==> src/hw/rtl/rpls_pkg.sv <==
// Shared types, register indexes and helpers for the release pulse lockout sequencer.
`default_nettype none

package rpls_pkg;

  localparam int DUR_W   = 12;
  localparam int BLINK_W = 4;
  localparam int CFG_W   = 12;
  localparam int IDX_W   = 3;

  // Register indexes on the configuration port
  localparam logic [IDX_W-1:0] REG_STARTUP    = 3'd0;
  localparam logic [IDX_W-1:0] REG_POLL       = 3'd1;
  localparam logic [IDX_W-1:0] REG_PULSE      = 3'd2;
  localparam logic [IDX_W-1:0] REG_FAST_HALF  = 3'd3;
  localparam logic [IDX_W-1:0] REG_FAST_COUNT = 3'd4;
  localparam logic [IDX_W-1:0] REG_SLOW_HALF  = 3'd5;
  localparam logic [IDX_W-1:0] REG_SLOW_COUNT = 3'd6;

  typedef struct packed {
    logic [DUR_W-1:0]   startup_ticks;
    logic [DUR_W-1:0]   poll_ticks;
    logic [DUR_W-1:0]   pulse_ticks;
    logic [DUR_W-1:0]   fast_half_ticks;
    logic [BLINK_W-1:0] fast_blinks;
    logic [DUR_W-1:0]   slow_half_ticks;
    logic [BLINK_W-1:0] slow_blinks;
  } cfg_t;

  typedef struct packed {
    logic led_two;
    logic led_one;
    logic line_level;
  } levels_t;

  // Zero durations count as one tick
  function automatic logic [DUR_W-1:0] at_least_one(input logic [DUR_W-1:0] v);
    at_least_one = (v == '0) ? DUR_W'(1) : v;
  endfunction

endpackage

`default_nettype wire

==> src/hw/rtl/rpls_cfg.sv <==
// Configuration register file of the release pulse lockout sequencer.
`default_nettype none

module rpls_cfg
  import rpls_pkg::*;
(
  input  wire logic             clk,
  input  wire logic             rst,
  input  wire logic             we,
  input  wire logic [IDX_W-1:0] index,
  input  wire logic [CFG_W-1:0] wdata,
  output cfg_t                  cfg
);

  always_ff @(posedge clk) begin
    if (rst) begin
      cfg.startup_ticks   <= 12'd500;
      cfg.poll_ticks      <= 12'd10;
      cfg.pulse_ticks     <= 12'd10;
      cfg.fast_half_ticks <= 12'd30;
      cfg.fast_blinks     <= 4'd6;
      cfg.slow_half_ticks <= 12'd100;
      cfg.slow_blinks     <= 4'd4;
    end else if (we) begin
      unique case (index)
        REG_STARTUP:    cfg.startup_ticks   <= wdata;
        REG_POLL:       cfg.poll_ticks      <= wdata;
        REG_PULSE:      cfg.pulse_ticks     <= wdata;
        REG_FAST_HALF:  cfg.fast_half_ticks <= wdata;
        REG_FAST_COUNT: cfg.fast_blinks     <= wdata[BLINK_W-1:0];
        REG_SLOW_HALF:  cfg.slow_half_ticks <= wdata;
        REG_SLOW_COUNT: cfg.slow_blinks     <= wdata[BLINK_W-1:0];
        default: ; // unmapped index: drop the write
      endcase
    end
  end

endmodule

`default_nettype wire

==> src/hw/rtl/rpls_core.sv <==
// Phase sequencer: counters, flags and LED/line levels, one step per accepted tick.
`default_nettype none

module rpls_core
  import rpls_pkg::*;
#(
  parameter int COUNT_WIDTH = 12
) (
  input  wire logic clk,
  input  wire logic rst,
  input  wire logic step,
  input  wire logic button_level,
  input  wire logic port_two_selected,
  input  wire cfg_t cfg,
  output levels_t   levels_next
);

  localparam int LW = (COUNT_WIDTH > DUR_W) ? COUNT_WIDTH : DUR_W;
  localparam logic [COUNT_WIDTH-1:0] COUNT_MAX = {COUNT_WIDTH{1'b1}};

  typedef enum logic [2:0] {
    PH_START    = 3'd0,
    PH_IDLE     = 3'd1,
    PH_PULSE    = 3'd2,
    PH_FAST_ON  = 3'd3,
    PH_FAST_OFF = 3'd4,
    PH_SLOW_OFF = 3'd5,
    PH_SLOW_ON  = 3'd6
  } phase_t;

  phase_t                 phase, phase_next;
  logic [COUNT_WIDTH-1:0] tick_count, tick_count_next;
  logic [BLINK_W-1:0]     blink_count, blink_count_next;
  logic                   armed, armed_next;
  levels_t                levels;

  logic [DUR_W-1:0]   seg_len;
  logic               seg_done;
  logic               no_sample;
  logic [BLINK_W-1:0] blink_inc;

  always_comb begin
    unique case (phase)
      PH_START:                seg_len = cfg.startup_ticks;
      PH_PULSE:                seg_len = at_least_one(cfg.pulse_ticks);
      PH_FAST_ON, PH_FAST_OFF: seg_len = at_least_one(cfg.fast_half_ticks);
      default:                 seg_len = at_least_one(cfg.slow_half_ticks);
    endcase
  end

  assign seg_done  = (phase != PH_IDLE) && (LW'(tick_count) >= LW'(seg_len));
  assign blink_inc = blink_count + BLINK_W'(1);

  always_comb begin
    phase_next       = phase;
    tick_count_next  = tick_count;
    blink_count_next = blink_count;
    armed_next       = armed;
    levels_next      = levels;
    no_sample        = 1'b0;

    // End of the current timed segment; the next one starts in this same tick
    if (seg_done) begin
      tick_count_next = '0;
      unique case (phase)
        PH_START: begin
          levels_next.led_one = 1'b0;
          levels_next.led_two = 1'b0;
          phase_next          = PH_IDLE;
        end
        PH_PULSE: begin
          levels_next.line_level = 1'b1;
          if (cfg.fast_blinks != '0) begin
            blink_count_next    = '0;
            levels_next.led_one = 1'b1;
            levels_next.led_two = 1'b1;
            phase_next          = PH_FAST_ON;
          end else if (cfg.slow_blinks != '0) begin
            blink_count_next    = '0;
            levels_next.led_one = 1'b0;
            levels_next.led_two = 1'b0;
            phase_next          = PH_SLOW_OFF;
          end else begin
            levels_next.led_one = !port_two_selected;
            levels_next.led_two = port_two_selected;
            armed_next          = 1'b0;
            phase_next          = PH_IDLE;
            no_sample           = 1'b1;
          end
        end
        PH_FAST_ON: begin
          levels_next.led_one = 1'b0;
          levels_next.led_two = 1'b0;
          phase_next          = PH_FAST_OFF;
        end
        PH_FAST_OFF: begin
          blink_count_next = blink_inc;
          if (blink_inc >= cfg.fast_blinks || blink_inc == '0) begin
            if (cfg.slow_blinks != '0) begin
              blink_count_next    = '0;
              levels_next.led_one = 1'b0;
              levels_next.led_two = 1'b0;
              phase_next          = PH_SLOW_OFF;
            end else begin
              levels_next.led_one = !port_two_selected;
              levels_next.led_two = port_two_selected;
              armed_next          = 1'b0;
              phase_next          = PH_IDLE;
              no_sample           = 1'b1;
            end
          end else begin
            levels_next.led_one = 1'b1;
            levels_next.led_two = 1'b1;
            phase_next          = PH_FAST_ON;
          end
        end
        PH_SLOW_OFF: begin
          levels_next.led_one = !port_two_selected;
          levels_next.led_two = port_two_selected;
          phase_next          = PH_SLOW_ON;
        end
        default: begin
          // slow port-following half
          blink_count_next = blink_inc;
          if (blink_inc >= cfg.slow_blinks || blink_inc == '0) begin
            levels_next.led_one = !port_two_selected;
            levels_next.led_two = port_two_selected;
            armed_next          = 1'b0;
            phase_next          = PH_IDLE;
            no_sample           = 1'b1;
          end else begin
            levels_next.led_one = 1'b0;
            levels_next.led_two = 1'b0;
            phase_next          = PH_SLOW_OFF;
          end
        end
      endcase
    end

    // Idle sample on the first tick of a poll period
    if (phase_next == PH_IDLE && tick_count_next == '0 && !no_sample) begin
      if (button_level) begin
        armed_next          = 1'b1;
        levels_next.led_one = !port_two_selected;
        levels_next.led_two = port_two_selected;
      end else if (armed_next) begin
        levels_next.line_level = 1'b0;
        phase_next             = PH_PULSE;
      end else begin
        levels_next.led_one = !port_two_selected;
        levels_next.led_two = port_two_selected;
      end
    end

    // Advance the tick counter, saturating; wrap the poll period in idle
    if (tick_count_next != COUNT_MAX) begin
      tick_count_next = tick_count_next + COUNT_WIDTH'(1);
    end
    if (phase_next == PH_IDLE &&
        LW'(tick_count_next) >= LW'(at_least_one(cfg.poll_ticks))) begin
      tick_count_next = '0;
    end
  end

  always_ff @(posedge clk) begin
    if (rst) begin
      phase       <= PH_START;
      tick_count  <= '0;
      blink_count <= '0;
      armed       <= 1'b0;
      levels      <= '{led_two: 1'b1, led_one: 1'b1, line_level: 1'b1};
    end else if (step) begin
      phase       <= phase_next;
      tick_count  <= tick_count_next;
      blink_count <= blink_count_next;
      armed       <= armed_next;
      levels      <= levels_next;
    end
  end

endmodule

`default_nettype wire

==> src/hw/rtl/release_pulse_lockout_sequencer.sv <==
// Top level of the release pulse lockout sequencer: stream ports, config port, output register.
`default_nettype none

// Usage:
//   Feed one item per 1 ms tick on the s_axis channel: the button level and the
//   selected-port level. Each accepted item yields exactly one result item on
//   m_axis with the line level and both LED drives for that tick.
//   After reset the line and both LEDs are high for startup_ticks ticks, then the
//   LEDs follow the selected port and the idle poll loop runs. A release after the
//   button was seen pressed pulses the line low, then runs the fast and slow blink
//   stages (each skipped when its blink count is zero) while the button is ignored.
//   Latency: the result is valid in the cycle after the item is accepted.
//   Throughput: one item per cycle; the whole step is one pass of next-state
//   logic between the sequencer registers and the output register.
//   Stall: while m_axis_tready is low the result holds in the output register;
//   s_axis_tready stays high as long as that register is empty or being drained
//   in the same cycle, so one new item is taken each cycle the output moves.
//   Reset (rst, synchronous, active high) loads the default timing registers,
//   returns to the start-up phase and empties the output register.
//   Configuration: write cfg_we/cfg_index/cfg_wdata only while no item is in flight.

module release_pulse_lockout_sequencer
  import rpls_pkg::*;
#(
  parameter int COUNT_WIDTH = 12
) (
  input  wire logic             clk,
  input  wire logic             rst,
  input  wire logic             s_axis_tvalid,
  output logic                  s_axis_tready,
  input  wire logic [7:0]       s_axis_tdata,  // [0] button_level, [1] port_two_selected
  output logic                  m_axis_tvalid,
  input  wire logic             m_axis_tready,
  output logic      [7:0]       m_axis_tdata,  // [0] line_level, [1] led_one, [2] led_two
  input  wire logic             cfg_we,
  input  wire logic [IDX_W-1:0] cfg_index,
  input  wire logic [CFG_W-1:0] cfg_wdata
);

  cfg_t    cfg;
  levels_t levels_next;
  levels_t out_levels;
  logic    accept;

  // Take a new item whenever the output register is empty or draining
  assign s_axis_tready = !m_axis_tvalid || m_axis_tready;
  assign accept        = s_axis_tvalid && s_axis_tready;

  rpls_cfg u_cfg (
    .clk   (clk),
    .rst   (rst),
    .we    (cfg_we),
    .index (cfg_index),
    .wdata (cfg_wdata),
    .cfg   (cfg)
  );

  rpls_core #(
    .COUNT_WIDTH (COUNT_WIDTH)
  ) u_core (
    .clk               (clk),
    .rst               (rst),
    .step              (accept),
    .button_level      (s_axis_tdata[0]),
    .port_two_selected (s_axis_tdata[1]),
    .cfg               (cfg),
    .levels_next       (levels_next)
  );

  // Output register: valid is control, levels are payload
  always_ff @(posedge clk) begin
    if (rst) begin
      m_axis_tvalid <= 1'b0;
    end else if (accept) begin
      m_axis_tvalid <= 1'b1;
    end else if (m_axis_tready) begin
      m_axis_tvalid <= 1'b0;
    end
  end

  always_ff @(posedge clk) begin
    if (accept) begin
      out_levels <= levels_next;
    end
  end

  assign m_axis_tdata = {5'd0, out_levels.led_two, out_levels.led_one, out_levels.line_level};

endmodule

`default_nettype wire
==> config.mk <==
export PLATFORM = sky130hd
export DESIGN_NAME = release_pulse_lockout_sequencer
export DESIGN_NICKNAME = d
export VERILOG_FILES = /design/src/hw/rtl/rpls_pkg.sv /design/src/hw/rtl/rpls_cfg.sv /design/src/hw/rtl/rpls_core.sv /design/src/hw/rtl/release_pulse_lockout_sequencer.sv
export SDC_FILE = /design/constraint.sdc
export NUM_CORES = 1
export LEC_CHECK = 0
export ABC_AREA = 1
export BUFFER_PORTS_ARGS = -buffer_cell sky130_fd_sc_hd__buf_2
export CAP_MARGIN = 20
export CORE_UTILIZATION = 61
export DETAILED_ROUTE_END_ITERATION = 10
export PLACE_DENSITY_LB_ADDON = 0.15
export SLEW_MARGIN = 20
export SYNTH_ARGS = -nofsm -noshare
export SYNTH_HDL_FRONTEND = slang
export SYNTH_HIERARCHICAL = 1
export SYNTH_SLANG_ARGS = --single-unit
==> constraint.sdc <==
create_clock -name clk -period 9.2 [get_ports clk]
set_input_delay 0.92 -clock clk [delete_from_list [all_inputs] [get_ports clk]]
set_output_delay 0.92 -clock clk [all_outputs]
set_load 0.01 [all_outputs]
==> reports/qor.txt <==
FF-to-FF path depth: 33
Arr. time, crit path: 6490 ps
Cells after Synth: 885
CTS tree: yes
reg-to-reg slack, setup: 3020 ps
vias in the first global route: 5203
crit start category: register
endpoints failing hold: 0
clock net sink count: 95
proportion of layout cells with a drive suffix above 1: 11.50%
clk_skew: 16.91 ps
total power draw: 0.8367 mW
Clock Latency Late Sink: 380 ps
Layout Nets: 954
Netlist cell types: 50
Finish-stage setup viols: 0
reg2reg end: u_core/tick_count[4]$_SDFFE_PP0P_
PortBufs: 26
commonest non-fill, non-tap cell in the layout: nand2_1
Rows: 35
Max FO, Critical Path: 32
Setup crit end: u_core/tick_count[4]$_SDFFE_PP0P_
die height: 100.6 um
routed len/inst: 14.18 um
first-pass GRT wire length: 24500 um
Worst path max stage delay: 790 ps
post_cts resized: 0
Max Freq: 161.7 MHz
Top-Level Pins: 38
Antenna Nets Post-Route: 0
Main synth FF type: dfxtp_1
H-Tree Depth: 3
most used cell, CP: inv_1
status: finished, final reports clean
Worst EP required: 9500 ps
YS warnings: 6
Final WS setup: 3016 ps
root buf cell: clkbuf_8
Mean Syn Cell Area: 6.694 um2
crit path launch: u_core/phase[2]$_SDFFE_PP0P_
Total GRT Usage: 30.74%
drt first pass iters: 5
via count of the routed design: 5723
area grow syn2layout: 5.132%
Worst VDD drop: 0.00008178 V
nature of the critical path endpoint: register
fill count: 837
Setup CP Type: reg2reg
diodes inserted: 0
leakage: 2.971 nW
worst slack at placement: 3161 ps
maximum clock insertion buffer count: 2
WL final: 14540 um
number of synthesized flops with an enable pin: 3
Residual DRC: 0
worst slew pin tran: 1038 ps
Fin Setup TNS: 0 ps
chip width: 100.6 um
most frequent cells in the layout: nand2_1 (232), nor2_1 (141), nand3_1 (101), dfxtp_1 (92), inv_1 (74)
synthesized flop and latch total: 95
Seq/Total Area, Yosys: 32.61%
Core Footprint: 9328 um2
starting density of the core: 63.51%
min Tclk post-route: 6184 ps
Reg clk slew, reported paths: 100 ps
Via density: 5.583
worst relative slew slack: 30.55%
CP max stage cell: nor2_1
Synth async-reset ratio: 0%
die area: 10110 um2
CTS Buf Count: 9
hold-fix buffers at CTS: 0
post-CTS setup buffer count: 0
DP HPWL: 10760 um
Final Max Tran Viols: 0
total gr overflow: 0
RSZ-0062 raised after global routing: false
pin count of the biggest net entering global routing: 69
pwr dens: 134.3 nW/um2
fin crit share: 67.22%
worst r2r src: u_core/phase[2]$_SDFFE_PP0P_
max cap viols: 0
Cell Area, Synth: 5924 um2
1st-iter DRT viols: 331
Final Wtd Congestion: 0.8934
worst min-delay path class: reg2reg
number of antenna violations at the first check in global routing: 0
[Yosys cell counts, types with 5 or more instances]
library cell	n	share of area (%)
nor4_1	8	0.84
ha_1	35	7.4
clkbuf_1	7	0.44
inv_1	74	4.7
o21ai_0	15	1.3
nand3_1	101	8.5
a21oi_1	29	2.4
buf_4	12	1.5
a21oi_2	13	1.9
nand3_2	14	2.4
nor2_1	142	9.0
dfxtp_1	92	31
a221oi_1	5	0.74
nand2_1	232	15
buf_1	5	0.32
buf_2	11	0.93
nand4_1	13	1.4
inv_2	10	0.63
nor2_2	12	1.3
[routing by layer]
metal  up-vias  track usage (%)  part of all wire, %
li1       2894                -                    -
met1      2599            39.54                   44
met2       209            52.32                   48
met3        21            4.369                  6.0
met4         0            11.48                  1.9
met5         -                0                    0
[cell families (layout without fill, tap and decap cells)]
logic type / Yosys count / count (layout) / synth area share [%]
and+or+nand+nor: 533 / 533 / 39.64
buffers and inverters: 125 / 132 / 9.251
DFF: 95 / 95 / 32.61
AOI/OAI and AO/OA: 90 / 90 / 10.14
adders and majority gates: 35 / 35 / 7.392
xor gates and xnor gates: 5 / 5 / 0.7393
other: 1 / 5 / 0.06330
muxes: 1 / 1 / 0.1690
[metrics by stage]
stage | util (%) | std cells | hold slack (ps) | area [um2]
after floorplan | - | 889 | 428.9 | 5939
after global placement | 64.75 | 1009 | 441.2 | 6040
after detailed placement | 64.75 | 1009 | 455.4 | 6040
after CTS | 66.76 | 1025 | 478.8 | 6227
after global routing | 66.77 | 1025 | 497.0 | 6228
final | 66.77 | 1025 | 475.2 | 6228
[flip-flops by register name, summed over array words and instances (netlist names)]
| name | flops |
|---|---|
| m_axis_tdata | 3 |
| u_core/armed | 1 |
| u_core/levels | 3 |
| u_core/blink_count | 4 |
| u_core/tick_count | 12 |
| m_axis_tvalid | 1 |
| u_cfg/cfg | 68 |
| u_core/phase | 3 |
[final cells by class]
type | instances | area (um2) | area share, %
inverters | 88 | 336.6 | 5.404
flip-flops and latches | 95 | 1932 | 31.02
clock inverters | 7 | 63.81 | 1.025
repair buffers | 28 | 145.1 | 2.330
clock buffers | 9 | 123.9 | 1.989
well taps | 129 | 161.4 | 2.591
multi-input cells | 669 | 3466 | 55.64
[power by group]
group / switching, mW / internal (mW)
logic: 0.0873 / 0.0417
clock network: 0.165 / 0.104
registers: 0.0107 / 0.428
[how the worst min path moves through the flow]
| stage | from | to | slack (ps) | depth (start not counted) |
|---|---|---|---|---|
| 2_1_floorplan | u_cfg/cfg[23]$_SDFFE_PP1P_ | u_cfg/cfg[23]$_SDFFE_PP1P_ | 430 | 2 |
| 3_3_place_gp | u_cfg/cfg[23]$_SDFFE_PP1P_ | u_cfg/cfg[23]$_SDFFE_PP1P_ | 440 | 2 |
| 3_5_place_dp | u_cfg/cfg[23]$_SDFFE_PP1P_ | u_cfg/cfg[23]$_SDFFE_PP1P_ | 460 | 2 |
| 4_1_cts | u_cfg/cfg[23]$_SDFFE_PP1P_ | u_cfg/cfg[23]$_SDFFE_PP1P_ | 480 | 2 |
| 5_1_grt | u_cfg/cfg[58]$_SDFFE_PP1P_ | u_cfg/cfg[58]$_SDFFE_PP1P_ | 500 | 2 |
| 6_report | u_cfg/cfg[23]$_SDFFE_PP1P_ | u_cfg/cfg[23]$_SDFFE_PP1P_ | 480 | 2 |
[critical path, delay by kind of cell (launching register included)]
kind / cells / cell delay, ps
adder cells (fa/ha/maj): 3 / 750
flip-flops: 1 / 360
AND/OR/NAND/NOR: 16 / 2940
buffers and inverters: 6 / 780
AO/OA/AOI/OAI: 8 / 1250
Note: power is estimated with default switching activity, not from simulation.
